[src/sv/quaternion_to_euler_angles_defines.svh]
// assertion macros for the quaternion to euler angles block
// used by quaternion_to_euler_angles.sv, no other dependencies
`ifndef QUATERNION_TO_EULER_ANGLES_DEFINES_SVH
`define QUATERNION_TO_EULER_ANGLES_DEFINES_SVH

// condition must lead to consequence in the same cycle
`define Q2E_ASSERT_IMPLY(label, clk, rst, cond, cons) \
   label: assert property (@(posedge clk) disable iff (rst) (cond) |-> (cons)) \
      else $error("assertion failed: implication");

// condition must never be seen
`define Q2E_ASSERT_NEVER(label, clk, rst, cond) \
   label: assert property (@(posedge clk) disable iff (rst) !(cond)) \
      else $error("assertion failed: forbidden condition");

`endif

[src/sv/q2e_pkg.sv]
// shared widths, bus types and the arctangent table of the quaternion to euler block
// no dependencies
package q2e_pkg;

   localparam int CORDIC_STAGES_DEF = 16;
   localparam int ATAN_TABLE_LEN    = 24;
   localparam int IN_W              = 16;
   localparam int ANGLE_W           = 16;
   localparam int PW                = 32;   // product of two parts
   localparam int AW                = 34;   // cordic operands before growth
   localparam int XW                = 37;   // cordic datapath
   localparam int ZW                = 32;   // angle accumulator
   localparam int SQRT_BITS         = 29;   // root bits of a value up to 2^56
   localparam int REM_W             = 58;
   localparam int ROOT_W            = 30;
   localparam int ASQ_W             = 56;
   localparam int MAG_W             = 28;

   localparam logic signed [AW-1:0] ONE_Q28  = AW'(2**28);
   localparam logic signed [AW-1:0] HALF_Q28 = AW'(2**27);

   // one vector under rotation
   typedef struct packed {
      logic signed [XW-1:0] x;
      logic signed [XW-1:0] y;
      logic signed [ZW-1:0] z;
   } lane_type;

   typedef struct packed {
      logic conv;
      logic zero_a;
      logic zero_b;
      logic sat_pos;
      logic sat_neg;
   } flags_type;

   typedef struct packed {
      lane_type             lane_a;
      lane_type             lane_b;
      flags_type            flags;
      logic signed [XW-1:0] asin_y;
      logic [REM_W-1:0]     rem;
      logic [ROOT_W-1:0]    root;
   } sqrt_bus_type;

   typedef struct packed {
      lane_type  lane_a;
      lane_type  lane_b;
      lane_type  lane_s;
      flags_type flags;
   } cordic_bus_type;

   // atan(2^-i) in 1/65536 of a hundredth of a degree
   function automatic logic signed [ZW-1:0] atan_entry(input int idx);
      logic signed [ZW-1:0] v;
      case (idx)
         0:  v = ZW'(294912000);
         1:  v = ZW'(174096719);
         2:  v = ZW'(91987925);
         3:  v = ZW'(46694507);
         4:  v = ZW'(23437865);
         5:  v = ZW'(11730358);
         6:  v = ZW'(5866610);
         7:  v = ZW'(2933484);
         8:  v = ZW'(1466764);
         9:  v = ZW'(733385);
         10: v = ZW'(366693);
         11: v = ZW'(183346);
         12: v = ZW'(91673);
         13: v = ZW'(45837);
         14: v = ZW'(22918);
         15: v = ZW'(11459);
         16: v = ZW'(5730);
         17: v = ZW'(2865);
         18: v = ZW'(1432);
         19: v = ZW'(716);
         20: v = ZW'(358);
         21: v = ZW'(179);
         22: v = ZW'(90);
         23: v = ZW'(45);
         default: v = '0;
      endcase
      return v;
   endfunction

endpackage

[src/sv/q2e_sqrt_cell.sv]
// one bit of the pipelined integer square root, carries the cordic lanes along
// depends on q2e_pkg
module q2e_sqrt_cell import q2e_pkg::*; #(
   parameter int BIT = 0
) (
   input  logic         clock,
   input  logic         reset,
   input  logic         enable,
   input  logic         valid_in,
   input  sqrt_bus_type bus_in,
   output logic         valid_out,
   output sqrt_bus_type bus_out
);

   logic         valid_ff;
   sqrt_bus_type bus_ff, bus_in_next;
   logic [REM_W-1:0] trial;

   // try this root bit against the remainder
   always_comb begin
      trial = ((REM_W'(bus_in.root) << 1) + (REM_W'(1) << BIT)) << BIT;
      bus_in_next = bus_in;
      if (bus_in.rem >= trial) begin
         bus_in_next.rem  = bus_in.rem - trial;
         bus_in_next.root = bus_in.root | (ROOT_W'(1) << BIT);
      end
   end

   always_ff @(posedge clock) begin
      if (reset) begin
         valid_ff <= 1'b0;
      end else if (enable) begin
         valid_ff <= valid_in;
      end
   end

   always_ff @(posedge clock) begin
      if (enable) begin
         bus_ff <= bus_in_next;
      end
   end

   assign valid_out = valid_ff;
   assign bus_out   = bus_ff;

endmodule

[config.mk]
export PLATFORM = sky130hd
export DESIGN_NAME = q2e_sqrt_cell
export DESIGN_NICKNAME = d
export VERILOG_FILES = /design/src/sv/quaternion_to_euler_angles_defines.svh /design/src/sv/q2e_pkg.sv /design/src/sv/q2e_sqrt_cell.sv
export SDC_FILE = /design/constraint.sdc
export NUM_CORES = 1
export LEC_CHECK = 0
export BUFFER_PORTS_ARGS = -buffer_cell sky130_fd_sc_hd__buf_2
export CAP_MARGIN = 20
export CORE_AREA = 5 5 266 268
export CTS_CLUSTER_DIAMETER = 200
export DETAILED_ROUTE_END_ITERATION = 8
export DIE_AREA = 0 0 271 273
export PLACE_DENSITY = 0.38
export SYNTH_ARGS = -nofsm -noshare
export SYNTH_HDL_FRONTEND = slang
export SYNTH_SLANG_ARGS = --single-unit
export TNS_END_PERCENT = 10
[constraint.sdc]
create_clock -name clock -period 3.35 [get_ports clock]
set_clock_uncertainty 0.15 [all_clocks]
set_input_delay 0.335 -clock clock [delete_from_list [all_inputs] [get_ports clock]]
set_output_delay 0.335 -clock clock [all_outputs]
set_load 0.1 [all_outputs]
==> results.toml <==
[placed_design]
dp.cells = 2438
dp_slack_ns = -0.153
portBuffers = 688
gp_congestion = 0.802
dpl_cell_area_sq_mm = 0.0183
dp_hpwl_mm = 46.1

[clock_network]
postCtsSetupRepairBufs = 0
clockBufferDepth = 3
cts_made_buffers = 43
clk_pin_slew_worst_paths_ns = 0.06
cts_tree = "built"
cts_root_buf = "clkbuf_16"
clkLatencyLatePin_ns = 0.55
clkSinkCount = 343
h-tree-depth = 2

[synthesis]
synthTopCellsByCount = "edfxtp_1 (342), a21oi_1 (63), nor2_1 (60)"
synth-xor-area-share = 0.0357
synth_top_family_by_area = "simple AND/OR/NAND/NOR gates"
synth.distinct_cells = 55
syn_area_per_cell_sq_um = 16.1
yosysSeqAreaShare = 0.777
synth_top_area_cell = "edfxtp_1"
ys_seq_elements = 343
netlist_area_sq_mm = 0.0132
ys_warn_count = 0
synth.area.top_cells = "edfxtp_1 (78%), ha_1 (2.9%), a21oi_1 (2.4%), xnor2_1 (2.0%), nor2_1 (1.7%)"
syn_nets = 1203
async_flop_share = 0
synthFlopType = "edfxtp_1"
synth.most_common_cell = "edfxtp_1"
synth_compound_area_frac = 0.0638
synth_simple_gate_area_frac = 0.0736
synth_adder_area_share = 0.0308
yosysTopAreaCellShare = 0.775
synth_enable_flop_cells = 342
synthCells = 825
synth_mux_area_frac = 0.000756

[layout]
n_fill_cell = 6841
regArea_sq_mm = 0.0103
multiInputGateArea_sq_mm = 0.00275
final_util = 0.339
syn2layout_area_growth_pct = 74.5
drive_gt1_frac = 0.420
final_area_sq_mm = 0.0231
layout.cells.non_filler = 2856
fin_nets = 2318

[die]
coreArea_sq_mm = 0.0681
die_area_sq_mm = 0.0740
fp.dieW_um = 271
start_util = 0.194
row_count = 96
die_h_um = 273
io_pins = 689

[sta]
max_freq_mhz = 308
finalHoldViolations = 0
holdWs_ns = 0.0549
grt_setup_unrepaired = "true"
setup_viol = 0
relSlewSlack = 0.584
min_period_over_period = 0.968
fin_tns_setup_ns = 0
tightest_slew_ns = 0.629
finalWorstSetupSlack_ns = 0.107
timing.final.crit_period_ns = 3.24
drv_slew = 0

[route]
wl_met2_mm = 30.1
final_antenna_net_count = 0
highest_layer = "met5"
drt_wl_total_mm = 58.9
drc = 0
wl_per_cell_um = 20.6
num_vias = 11354
drtIter0Drc = 666
firstDrtPassIters = 4
viasPerCell = 3.98
dr_wl_met3_mm = 3.98
drt-met1-wl_mm = 22.3

[setup_path]
reg2reg_from = "valid_out"
crit_top_cell = "o21ai_1"
arrival_ns = 3.37
critPathRequiredTime_ns = 3.48
crit_path_start = "bus_in[16]"
crit_type = "primary input to flop"
max_stage_delay_ns = 0.51
path_max_fanout = 5
crit_slowest_cell = "dlygate4sd3_1"
ff2ff_setup_slack_ns = 2.02
critPathTopFamily = "compound AO/OA/AOI/OAI gates"
path_cells = "dlygate4sd3_1 -> buf_2 -> inv_1 -> ha_1 -> a21oi_1 -> o21ai_1 -> a211oi_1 -> nor2_1 -> o311a_2 -> o21ai_1 -> nor4_2 -> xor2_1"
cp-end-kind = "flop"
path_buf_inv = 3
startpoint_type = "primary input"

[run]
drv_cap = 0

[power_and_ir_drop]
ir_worst_vdd_v = 0.000305
cellPowerDensity_mw_per_mm2 = 616
finalPower_mw = 14.2
p_leak_nw = 9.78

[global_routing]
grt_first_pass_wirelength_mm = 83.1
grt_antenna_before_repair = 12
grt_max_degree = 94
grt.overflow.total = 0
grt_pass1_vias = 12102
grt_usage = 0.150

[outcome]
status = "finished, final reports clean"

[min_path]
hold_path_startpoint = "enable"
hold_path.class = "primary input to flop"
flip-flops by register name, indices dropped and copies added (netlist names):
| register | flops |
|---|---|
| bus_out | 342 |
| valid_out | 1 |
metal layers:
metal	up-vias	track usage
met1	5442	0.165
met4	16	0.0597
met3	108	0.0442
li1	5355	-
met2	433	0.271
met5	-	0
repair_timing:
| action | 4_1_cts | 5_1_grt |
|---|---|---|
| setup endpoints to repair | 0 | 33 |
| gates resized for setup | 0 | 6 |
| hold buffers | 339 | 0 |
| hold endpoints to repair | 338 | 0 |
layout make-up:
type / count / share of cell area
Inverter: 44 / 0.00715
Tap cell: 882 / 0.0477
Antenna cell: 3 / 0.000325
Clock buffer: 57 / 0.0502
Multi-Input combinational cell: 418 / 0.119
Timing Repair Buffer: 1090 / 0.322
Clock inverter: 19 / 0.00909
Sequential cell: 343 / 0.445
report_power, final:
part | switching (mW) | total [mW] | leakage (nW) | internal [mW]
combinational | 3.49 | 4.38 | 5.76 | 0.897
clock | 1.87 | 4.61 | 0.659 | 2.74
sequential | 0.0980 | 5.25 | 3.36 | 5.16
total | 5.45 | 14.2 | 9.78 | 8.79
cells by family after synthesis:
logic type	after synthesis
DFF	343
and+or+nand+nor	194
AOI/OAI and AO/OA	137
buffers and inverters	64
xor gates and xnor gates	54
adders and majority gates	32
muxes	1
layout by cell type (no fill, tap or decap), drive strengths merged, types with 2 or more instances in the layout:
cell type and n:
a211oi 2, a21boi 4, a21o 9, a21oi 63
a31oi 3, and2 3, and3 2, buf 751
bufinv 4, clkbuf 57, clkinv 12, clkinvlp 2
diode 3, dlygate4sd3 339, edfxtp 342, ha 31
inv 45, nand2 49, nand2b 5, nand3 12
nand4 17, nand4b 4, nor2 60, nor2b 4
nor3 16, nor3b 3, nor4 12, o2111ai 2
o211ai 6, o21a 6, o21ai 25, o21bai 3
o31ai 7, or2 2, or3 2, xnor2 31
xor2 23
worst register-to-register path: cells and delay by family (launching register included):
family                 cells  cell delay, ns
buffers and inverters      1            0.55
DFF                        1            0.31
muxes                      1            0.14
and+or+nand+nor            1            0.06
final timing paths:
path | end | cells past startpoint
worst max-delay path | bus_out[79] | 12
worst min register to register | valid_out | 3
worst min-delay path | bus_out[85] | 1
worst max register to register | valid_out | 3
Power figures use the tool's default switching activity.
