## src/sv/quaternion_to_euler_angles_defines.svh

```systemverilog
// assertion macros for the quaternion to euler angles block
// used by quaternion_to_euler_angles.sv, no other dependencies
`ifndef QUATERNION_TO_EULER_ANGLES_DEFINES_SVH
`define QUATERNION_TO_EULER_ANGLES_DEFINES_SVH

// condition must lead to consequence in the same cycle
`define Q2E_ASSERT_IMPLY(label, clk, rst, cond, cons) \
   label: assert property (@(posedge clk) disable iff (rst) (cond) |-> (cons)) \
      else $error("assertion failed: implication");

// condition must never be seen
`define Q2E_ASSERT_NEVER(label, clk, rst, cond) \
   label: assert property (@(posedge clk) disable iff (rst) !(cond)) \
      else $error("assertion failed: forbidden condition");

`endif

```

## src/sv/q2e_pkg.sv

```systemverilog
// shared widths, bus types and the arctangent table of the quaternion to euler block
// no dependencies
package q2e_pkg;

   localparam int CORDIC_STAGES_DEF = 16;
   localparam int ATAN_TABLE_LEN    = 24;
   localparam int IN_W              = 16;
   localparam int ANGLE_W           = 16;
   localparam int PW                = 32;   // product of two parts
   localparam int AW                = 34;   // cordic operands before growth
   localparam int XW                = 37;   // cordic datapath
   localparam int ZW                = 32;   // angle accumulator
   localparam int SQRT_BITS         = 29;   // root bits of a value up to 2^56
   localparam int REM_W             = 58;
   localparam int ROOT_W            = 30;
   localparam int ASQ_W             = 56;
   localparam int MAG_W             = 28;

   localparam logic signed [AW-1:0] ONE_Q28  = AW'(2**28);
   localparam logic signed [AW-1:0] HALF_Q28 = AW'(2**27);

   // one vector under rotation
   typedef struct packed {
      logic signed [XW-1:0] x;
      logic signed [XW-1:0] y;
      logic signed [ZW-1:0] z;
   } lane_type;

   typedef struct packed {
      logic conv;
      logic zero_a;
      logic zero_b;
      logic sat_pos;
      logic sat_neg;
   } flags_type;

   typedef struct packed {
      lane_type             lane_a;
      lane_type             lane_b;
      flags_type            flags;
      logic signed [XW-1:0] asin_y;
      logic [REM_W-1:0]     rem;
      logic [ROOT_W-1:0]    root;
   } sqrt_bus_type;

   typedef struct packed {
      lane_type  lane_a;
      lane_type  lane_b;
      lane_type  lane_s;
      flags_type flags;
   } cordic_bus_type;

   // atan(2^-i) in 1/65536 of a hundredth of a degree
   function automatic logic signed [ZW-1:0] atan_entry(input int idx);
      logic signed [ZW-1:0] v;
      case (idx)
         0:  v = ZW'(294912000);
         1:  v = ZW'(174096719);
         2:  v = ZW'(91987925);
         3:  v = ZW'(46694507);
         4:  v = ZW'(23437865);
         5:  v = ZW'(11730358);
         6:  v = ZW'(5866610);
         7:  v = ZW'(2933484);
         8:  v = ZW'(1466764);
         9:  v = ZW'(733385);
         10: v = ZW'(366693);
         11: v = ZW'(183346);
         12: v = ZW'(91673);
         13: v = ZW'(45837);
         14: v = ZW'(22918);
         15: v = ZW'(11459);
         16: v = ZW'(5730);
         17: v = ZW'(2865);
         18: v = ZW'(1432);
         19: v = ZW'(716);
         20: v = ZW'(358);
         21: v = ZW'(179);
         22: v = ZW'(90);
         23: v = ZW'(45);
         default: v = '0;
      endcase
      return v;
   endfunction

endpackage

```

## src/sv/q2e_cordic_cell.sv

```systemverilog
// one vectoring cordic stage for the three angle lanes
// depends on q2e_pkg
module q2e_cordic_cell import q2e_pkg::*; #(
   parameter int STAGE = 0
) (
   input  logic           clock,
   input  logic           reset,
   input  logic           enable,
   input  logic           valid_in,
   input  cordic_bus_type bus_in,
   output logic           valid_out,
   output cordic_bus_type bus_out
);

   logic           valid_ff;
   cordic_bus_type bus_ff, bus_in_next;

   // rotate toward the x axis by atan(2^-STAGE)
   function automatic lane_type rotate(input lane_type l);
      lane_type r;
      logic signed [XW-1:0] dx;
      logic signed [XW-1:0] dy;
      dx = l.y >>> STAGE;
      dy = l.x >>> STAGE;
      if (l.y >= 0) begin
         r.x = l.x + dx;
         r.y = l.y - dy;
         r.z = l.z + atan_entry(STAGE);
      end else begin
         r.x = l.x - dx;
         r.y = l.y + dy;
         r.z = l.z - atan_entry(STAGE);
      end
      return r;
   endfunction

   always_comb begin
      bus_in_next        = bus_in;
      bus_in_next.lane_a = rotate(bus_in.lane_a);
      bus_in_next.lane_b = rotate(bus_in.lane_b);
      bus_in_next.lane_s = rotate(bus_in.lane_s);
   end

   always_ff @(posedge clock) begin
      if (reset) begin
         valid_ff <= 1'b0;
      end else if (enable) begin
         valid_ff <= valid_in;
      end
   end

   always_ff @(posedge clock) begin
      if (enable) begin
         bus_ff <= bus_in_next;
      end
   end

   assign valid_out = valid_ff;
   assign bus_out   = bus_ff;

endmodule

```

## config.mk

```make
export PLATFORM = sky130hd
export DESIGN_NAME = q2e_cordic_cell
export DESIGN_NICKNAME = d
export VERILOG_FILES = /design/src/sv/quaternion_to_euler_angles_defines.svh /design/src/sv/q2e_pkg.sv /design/src/sv/q2e_cordic_cell.sv
export SDC_FILE = /design/constraint.sdc
export NUM_CORES = 1
export LEC_CHECK = 0
export ABC_AREA = 1
export BUFFER_PORTS_ARGS = -buffer_cell sky130_fd_sc_hd__buf_2
export CORE_ASPECT_RATIO = 1.25
export CORE_MARGIN = 4
export CORE_UTILIZATION = 50
export CTS_BUF_LIST = sky130_fd_sc_hd__clkbuf_2 sky130_fd_sc_hd__clkbuf_4 sky130_fd_sc_hd__clkbuf_8
export DETAILED_ROUTE_END_ITERATION = 10
export HOLD_SLACK_MARGIN = 0.05
export PLACE_DENSITY = 0.71
export SYNTH_ARGS = -nofsm -noshare
export SYNTH_HDL_FRONTEND = slang
export SYNTH_SLANG_ARGS = --single-unit
export TNS_END_PERCENT = 10
```

## constraint.sdc

```tcl
create_clock -name clock -period 3.4 [get_ports clock]
set_input_delay 0.68 -clock clock [delete_from_list [all_inputs] [get_ports clock]]
set_output_delay 0.68 -clock clock [all_outputs]
set_load 0.01 [all_outputs]
```

==> reports/metrics.csv, run 1 <==
stage,metric,value,unit
logic_synthesis,Yosys reg bits,321,
floorplan,total core area,72300,µm²
placement,Setup Slack @ Placement,0.133,ns
pwr,Net Sw Frac,0.423,
timing,RSZ-0062 raised after global routing,no,
timing,max_slew headroom,0.366,
timing,fin. max-slew vios,0,
run_status,outcome,"complete, no violations",
timing,final setup margin,0.795,ns
clock_tree,setup bufs post-CTS,0,
route,final wirelength,152,mm
logic_synthesis,number of flops mapped to enable cells by yosys,320,
floorplan,die area,77400,µm²
logic_synthesis,sequential element share of the synthesized area,0.264,
route,DR vias,39800,
logic_synthesis,Syn. warnings,0,
logic_synthesis,syn avg cell area,6.51,µm²
logic_synthesis,Unique masters post-synth,54,
placement,Placed Area,40700,µm²
pwr,Clk pwr share,0.231,
clock_tree,post-cts repair resize count,0,
timing,Fin. Hold Viols,0,
global_routing,vias in the first global route,37900,
job,max_cap viols,0,
floorplan,Site Rows,110,
placement,placed cells,7160,
logic_synthesis,Synth Flop Type,edfxtp_1,
global_routing,largest net degree at the start of global routing,79,
placement,DP HPWL,129,mm
finish,fin cells,7265,
clock_tree,CTS Sinks,321,
critical_path,WP data required,3.82,ns
timing,skew final,0,ns
critical_path,worst-case reg-to-reg path depth,2,
critical_path,Critical Path AT,3.02,ns
pwr,Sequential Power Share,0.344,
clock_tree,total CTS buffers,54,
floorplan,Die H,310,µm
critical_path,Levels on crit path,14,
route,Post-route DRC,0,
finish,layout cells sized above 1,0.159,
clock_tree,clk_lat worst skew,0.70,ns
clock_tree,TritonCTS clock tree,built,
finish,layout overhead on the synthesized area,14.6,%
finish,area of the multi-input gates,22300,µm²
clock_tree,deepest clock path buffer count,3,
route,initial DRC count,3671,
logic_synthesis,Cells after Synth,5610,
logic_synthesis,Mapped Area,36500,µm²
timing,Tcrit/Tclk final,0.766,
timing,final worst path period need,2.61,ns
critical_path,CP max FO,4,
floorplan,Starting Density,0.505,
critical_path,CP Launch Point,bus_in[180],
critical_path,worst reg2reg setup slack,2.82,ns
timing,hold slack,0.136,ns
finish,Final nets,6963,
clock_tree,Worst-path clk slew,0.07,ns
placement,RePlAce Congestion,1.06,
pwr,Comb power frac,0.426,
floorplan,Die X,250,µm
clock_tree,hold buffers post-CTS,0,
finish,Seq. cell area,9630,µm²
global_routing,antenna violations before repair,19,
critical_path,reg2reg end,valid_out,
pwr,P per Cell Area,370,nW/µm²
finish,Final Cell Area,41800,µm²
critical_path,R2R Path Start,valid_out,
route,WL/cell,20.9,µm
critical_path,Worst Path Buf+Inv,3,
timing,Worst Tran Pin Value,0.951,ns
pwr,Sw Pwr,6540,µW
pwr,Worst IR Drop VDD,301,µV
pwr,Lkg Pwr,0.0225,µW
clock_tree,Root Buffer,clkbuf_8,
critical_path,CP endpoint kind,flop,
pwr,internal power,8920,µW
route,vias per inst,5.47,
critical_path,"Max stage delay cell, worst path",fa_1,
floorplan,I/O pin count,651,
timing,Fmax,384,MHz
clock_tree,H-tree depth,2,
critical_path,crit-path leading delay family,simple AND/OR/NAND/NOR gates,
critical_path,Most common cell on crit path,nand2_1,
timing,TNS Setup,0,ns
logic_synthesis,asr flop ratio synth,0,
global_routing,gr usage total,0.373,
global_routing,first-pass GRT wire length,222,mm
critical_path,type of origin of the critical path,primary input,
critical_path,CP Class,primary input to flop,
placement,I/O Buffers,650,
finish,Fillers,7362,
critical_path,ordered cell list for the critical path,buf_2 > inv_1 > ha_1 > fa_1 > inv_1 > nand3_1 > nand3_1 > a21oi_1 > o21ai_1 > nand2_1 > nand2_1 > nand2_1 > nand3_1 > nand2_1,
timing,setup violators final,0,
critical_path,"slowest stage delay, CP",0.41,ns
logic_synthesis,syn nets,6309,
global_routing,GRT Residual Overflow,0,
route,drt first pass iters,9,
min_path,hold crit path type,primary input to flop,
critical_path,crit path capture,bus_out[212],
route,"antenna viol nets, final",0,
==> through the flow <==
| stage | utilization | power, µW |
|---|---|---|
| after detailed placement | 0.564 | 11800 |
| after floorplan | - | 9220 |
| after global routing | 0.579 | 16300 |
| after CTS | 0.578 | 15400 |
| final | 0.579 | 15500 |
| after global placement | 0.564 | 11800 |
==> Yosys cell counts (18+ instances only) <==
| library cell | count | share of area |
|---|---|---|
| a21oi_1 | 399 | 0.055 |
| buf_2 | 35 | 0.0048 |
| buf_4 | 62 | 0.013 |
| buf_6 | 18 | 0.0056 |
| clkbuf_1 | 24 | 0.0025 |
| edfxtp_1 | 320 | 0.26 |
| ha_1 | 360 | 0.12 |
| inv_1 | 938 | 0.096 |
| nand2_1 | 1747 | 0.18 |
| nand2_2 | 37 | 0.0063 |
| nand3_1 | 476 | 0.065 |
| nor2_1 | 418 | 0.043 |
| nor2_2 | 55 | 0.0094 |
| nor3_1 | 30 | 0.0041 |
| o21ai_0 | 265 | 0.036 |
| o21ai_1 | 31 | 0.0042 |
| o21bai_1 | 52 | 0.011 |
| o22ai_1 | 27 | 0.0046 |
| xor2_1 | 109 | 0.026 |
==> layout make-up <==
class | count | area share
flip-flops and latches | 321 | 0.230
diodes | 11 | 0.000658
clock inverters | 30 | 0.00553
repair buffers | 744 | 0.0958
clock buffers | 64 | 0.0196
inverters | 956 | 0.0858
well taps | 952 | 0.0285
multi-input cells | 4187 | 0.534
==> worst min-delay path by stage <==
| stage | slack [ns] | from | depth (start not counted) | end |
|---|---|---|---|---|
| final | 0.14 | reset | 2 | valid_out |
| after global routing | 0.11 | reset | 2 | valid_out |
| after CTS | 0.09 | reset | 2 | valid_out |
| after detailed placement | 0.48 | valid_out | 2 | valid_out |
| after global placement | 0.47 | valid_out | 2 | valid_out |
| after floorplan | 0.53 | valid_out | 2 | valid_out |
==> flip-flops by register name, summed over array words and instances, names as in the netlist <==
signal     count
valid_out      1
bus_out      320
==> cells by family after synthesis <==
kind of cell             synth area share
adder cells (fa/ha/maj)             0.130
XOR/XNOR                           0.0297
buffers and inverters               0.125
AO/OA/AOI/OAI                       0.124
AND/OR/NAND/NOR                     0.328
multiplexers                     0.000274
flip-flops                          0.264
==> placed cells by master (no fill, tap or decap), types with 52 or more instances in the layout <==
cell type	n
o21ai_0	265
edfxtp_1	320
clkbuf_8	54
inv_1	937
buf_4	91
xor2_1	109
nor2_1	418
ha_1	360
nand3_1	476
nor2_2	55
a21oi_1	399
o21bai_1	52
buf_2	649
nand2_1	1747
==> metal layers <==
layer	part of all wire	global-route usage	vias up
met5	0.00053	0	-
met4	0.072	0.223	12
met3	0.078	0.0586	428
met2	0.48	0.659	1849
met1	0.37	0.428	18300
li1	-	-	19200
==> power groups by stage <==
stage / Clock [µW] / Sequential (µW) / Combinational, µW
floorplan: 0 / 5560 / 3660
global placement: 0 / 5390 / 6400
detailed placement: 0 / 5380 / 6430
CTS: 3610 / 5310 / 6460
global route: 3800 / 5330 / 7150
finish: 3570 / 5310 / 6580
Note: power is estimated with default switching activity, not from simulation.
==> run 2, diff against run 1 <==
--- a/config.mk
+++ b/config.mk
@@ -5,15 +5,14 @@
 export SDC_FILE = /design/constraint.sdc
 export NUM_CORES = 1
 export LEC_CHECK = 0
-export ABC_AREA = 1
+export ABC_AREA = 0
 export BUFFER_PORTS_ARGS = -buffer_cell sky130_fd_sc_hd__buf_2
-export CORE_ASPECT_RATIO = 1.25
-export CORE_MARGIN = 4
-export CORE_UTILIZATION = 50
+export CORE_AREA = 4 4 255 257
 export CTS_BUF_LIST = sky130_fd_sc_hd__clkbuf_2 sky130_fd_sc_hd__clkbuf_4 sky130_fd_sc_hd__clkbuf_8
 export DETAILED_ROUTE_END_ITERATION = 10
+export DIE_AREA = 0 0 259 261
 export HOLD_SLACK_MARGIN = 0.05
-export PLACE_DENSITY = 0.71
+export PLACE_DENSITY = 0.68
 export SYNTH_ARGS = -nofsm -noshare
 export SYNTH_HDL_FRONTEND = slang
 export SYNTH_SLANG_ARGS = --single-unit
==> constraint.sdc (replaced) <==
create_clock -name clock -period 2.5 [get_ports clock]
set_input_delay 0.5 -clock clock [delete_from_list [all_inputs] [get_ports clock]]
set_output_delay 0.5 -clock clock [all_outputs]
set_load 0.01 [all_outputs]
==> reports/metrics.csv, run 2 <==
stage,metric,value,unit,change
run_status,outcome,"finished, violations left",,"was complete, no violations"
run_status,failing checks,negative setup slack,,
clock_tree,H-tree depth,2,,unchanged
route,Post-route DRC,0,,unchanged
logic_synthesis,most common cell in the netlist,a21oi_1,,was nand2_1
global_routing,gr usage total,0.325,,was 0.373
logic_synthesis,sequential element share of the synthesized area,0.329,,was 0.264
logic_synthesis,cell taking the most area after synthesis,edfxtp_1,,unchanged
placement,DP HPWL,91.6,mm,was 129 mm
finish,Final Cell Area,46000,µm²,was 41800 µm²
route,initial DRC count,2903,,was 3671
timing,Tcrit/Tclk final,1.18,,
logic_synthesis,syn nets,4002,,was 6309
clock_tree,Worst-path clk slew,0.07,ns,about the same
timing,skew final,0,ns,unchanged
floorplan,die area,67600,µm²,was 77400 µm²
pwr,P per Cell Area,498,nW/µm²,was 370 nW/µm²
critical_path,"slowest stage delay, CP",0.45,ns,was 0.41 ns
floorplan,total core area,62700,µm²,was 72300 µm²
logic_synthesis,Synth Flop Type,edfxtp_1,,unchanged
critical_path,"Max stage delay cell, worst path",or4_4,,was fa_1
logic_synthesis,Cells after Synth,3303,,was 5610
logic_synthesis,Synth top cells by count,"407 x a21oi_1, 360 x ha_1, 353 x inv_1",,"was 1747 x nand2_1, 938 x inv_1, 476 x nand3_1"
floorplan,Starting Density,0.467,,was 0.505
logic_synthesis,syn avg cell area,8.87,µm²,was 6.51 µm²
timing,TNS Setup,-18.69,ns,was 0 ns
floorplan,Die X,259,µm,was 250 µm
timing,Fin. Hold Viols,0,,unchanged
timing,Worst Tran Pin Value,0.892,ns,was 0.951 ns
critical_path,Most common cell on crit path,a21oi_4,,was nand2_1
finish,"commonest non-fill, non-tap cell in the layout",buf_4,,was nand2_1
finish,layout overhead on the synthesized area,57.2,%,was 14.6%
logic_synthesis,Syn. warnings,0,,unchanged
clock_tree,total CTS buffers,56,,was 54
logic_synthesis,Unique masters post-synth,89,,was 54
critical_path,crit-path leading delay family,compound AO/OA/AOI/OAI gates,,was simple AND/OR/NAND/NOR gates
route,met2 wire length,58.2,mm,was 72.6 mm
finish,most frequent cells in the layout,"1104 x buf_4, 624 x buf_2, 338 x a21oi_1",,"was 1747 x nand2_1, 937 x inv_1, 649 x buf_2"
pwr,Lkg Pwr,0.0218,µW,was 0.0225 µW
finish,fin cells,5960,,was 7265
timing,Fmax,340,MHz,
critical_path,ordered cell list for the critical path,buf_2 > inv_1 > ha_4 > nand2b_1 > o311ai_1 > buf_4 > a21oi_4 > a41oi_4 > o311a_1 > o31a_1 > or4_4 > a21oi_4 > a21oi_1 > xor2_1,,was buf_2 > inv_1 > ha_1 > fa_1 > inv_1 > nand3_1 > nand3_1 > a21oi_1 > o21ai_1 > nand2_1 > nand2_1 > nand2_1 > nand3_1 > nand2_1
timing,RSZ-0062 raised after global routing,yes,,was no
clock_tree,CTS Sinks,321,,unchanged
finish,max FFs per register,320,,unchanged
timing,fin. max-slew vios,0,,unchanged
clock_tree,clk_lat worst skew,0.66,ns,was 0.70 ns
route,top layer in use,met5,,unchanged
timing,final setup margin,-0.439,ns,was 0.795 ns
route,"antenna viol nets, final",0,,unchanged
route,DR vias,32400,,was 39800
critical_path,CP max FO,4,,unchanged
finish,layout cells sized above 1,0.445,,was 0.159
floorplan,I/O pin count,651,,unchanged
timing,final worst path period need,2.94,ns,
critical_path,CP endpoint kind,flop,,unchanged
logic_synthesis,area fraction of the dominant cell type after synthesis,0.328,,was 0.263
clock_tree,deepest clock path buffer count,3,,unchanged
placement,I/O Buffers,650,,unchanged
pwr,Worst IR Drop VDD,606,µV,was 301 µV
route,final wirelength,119,mm,was 152 mm
floorplan,Die H,261,µm,was 310 µm
min_path,hold crit path type,primary input to flop,,unchanged
timing,setup violators final,104,,was 0
critical_path,type of origin of the critical path,primary input,,unchanged
route,WL/cell,20.0,µm,was 20.9 µm
global_routing,largest net degree at the start of global routing,75,,was 79
global_routing,GRT Residual Overflow,0,,unchanged
critical_path,CP Class,primary input to flop,,unchanged
clock_tree,TritonCTS clock tree,built,,unchanged
clock_tree,Root Buffer,clkbuf_8,,unchanged
global_routing,first-pass GRT wire length,174,mm,was 222 mm
route,met3 routed WL,9.60,mm,was 11.8 mm
timing,max_slew headroom,0.406,,was 0.366
finish,Layout Utilization,0.734,,was 0.579
logic_synthesis,Yosys reg bits,321,,unchanged
floorplan,Site Rows,92,,was 110
route,drt first pass iters,8,,was 9
logic_synthesis,Area contributors post-synth,"edfxtp_1 33%, ha_1 15%, a21oi_1 7.0%, xnor2_1 6.2%, inv_1 4.5%",,"was edfxtp_1 26%, nand2_1 18%, ha_1 12%, inv_1 9.6%, nand3_1 6.5%"
logic_synthesis,Mapped Area,29300,µm²,was 36500 µm²
global_routing,antenna violations before repair,28,,was 19
route,met1 WL,45.3,mm,was 56.4 mm
placement,Placed Area,41600,µm²,was 40700 µm²
critical_path,Critical Path AT,3.35,ns,was 3.02 ns
placement,RePlAce Congestion,1.01,,was 1.06
route,vias per inst,5.44,,was 5.47
placement,placed cells,5733,,was 7160
critical_path,WP data required,2.91,ns,was 3.82 ns
critical_path,Worst Path Buf+Inv,3,,unchanged
logic_synthesis,number of flops mapped to enable cells by yosys,320,,unchanged
logic_synthesis,asr flop ratio synth,0,,unchanged
finish,Final nets,5751,,was 6963
job,max_cap viols,0,,unchanged
global_routing,vias in the first global route,31800,,was 37900
==> run 2: cell types whose count changed after synthesis, sizes merged, moves of 35 or more <==
| cell | delta |
|---|---|
| o21ai | -91 |
| buf | -78 |
| mux2i | +64 |
| nor2b | +35 |
| xnor2 | +192 |
| inv | -595 |
| xor2 | -69 |
| a21o | +81 |
| nand3 | -462 |
| nor2 | -195 |
| nand2 | -1655 |
| clkbuf | +79 |
==> run 2: per-stage QoR <==
step | power [µW] | setup slack, ns | hold slack (ns)
CTS | 22400 | -0.369 | 0.0818
floorplan | 11900 | -0.830 | 0.528
global placement | 16600 | -1.51 | 0.471
global route | 24000 | -0.519 | 0.111
finish | 22900 | -0.439 | 0.134
detailed placement | 16700 | -1.56 | 0.483
==> run 2: worst paths after layout <==
check        slack [ns]        start            to  cells past startpoint
max               -0.44  bus_in[145]  bus_out[178]                     14
min                0.13  bus_in[110]   bus_out[73]                      2
max reg2reg        1.34    valid_out     valid_out                      3
min reg2reg        1.06    valid_out     valid_out                      3
==> run 2: logic make-up (layout without fill, tap and decap cells) <==
logic type               Yosys count  count (layout)  synth area share
AO/OA/AOI/OAI                   1090            1090             0.235
XOR/XNOR                         247             247            0.0739
adder cells (fa/ha/maj)          372             372             0.162
buffers and inverters            510            2299            0.0665
flip-flops                       321             321             0.329
multiplexers                      69              69            0.0238
other                              0              22                 0
AND/OR/NAND/NOR                  694             694             0.110
==> run 2: cell type report <==
type / count / area, µm²
Clock buffer: 64 / 831
Tap cell: 846 / 1060
Fill cell: 4637 / 16700
Antenna cell: 22 / 55.1
Multi-Input combinational cell: 2472 / 20100
Inverter: 363 / 1440
Clock inverter: 34 / 287
Sequential cell: 321 / 9630
Timing Repair Buffer: 1838 / 12700
==> run 2: per-layer routing <==
metal	vias up	track usage
met5	-	0
met4	6	0.142
met3	333	0.0595
met2	1535	0.569
met1	15200	0.392
li1	15300	-
==> run 2: power by group <==
group | internal (µW) | switching, µW
logic | 4930 | 5550
registers | 7030 | 287
clock network | 2650 | 2490
total | 14600 | 8320
==> run 2: timing repair <==
action | 4_1_cts | 5_1_grt
endpoints found under the hold margin | 60 | 0
hold buffers | 61 | 0
resized for setup | 309 | 211
pin swaps | 125 | 119
endpoints found under the setup margin | 123 | 132
buffers inserted | 33 | 16
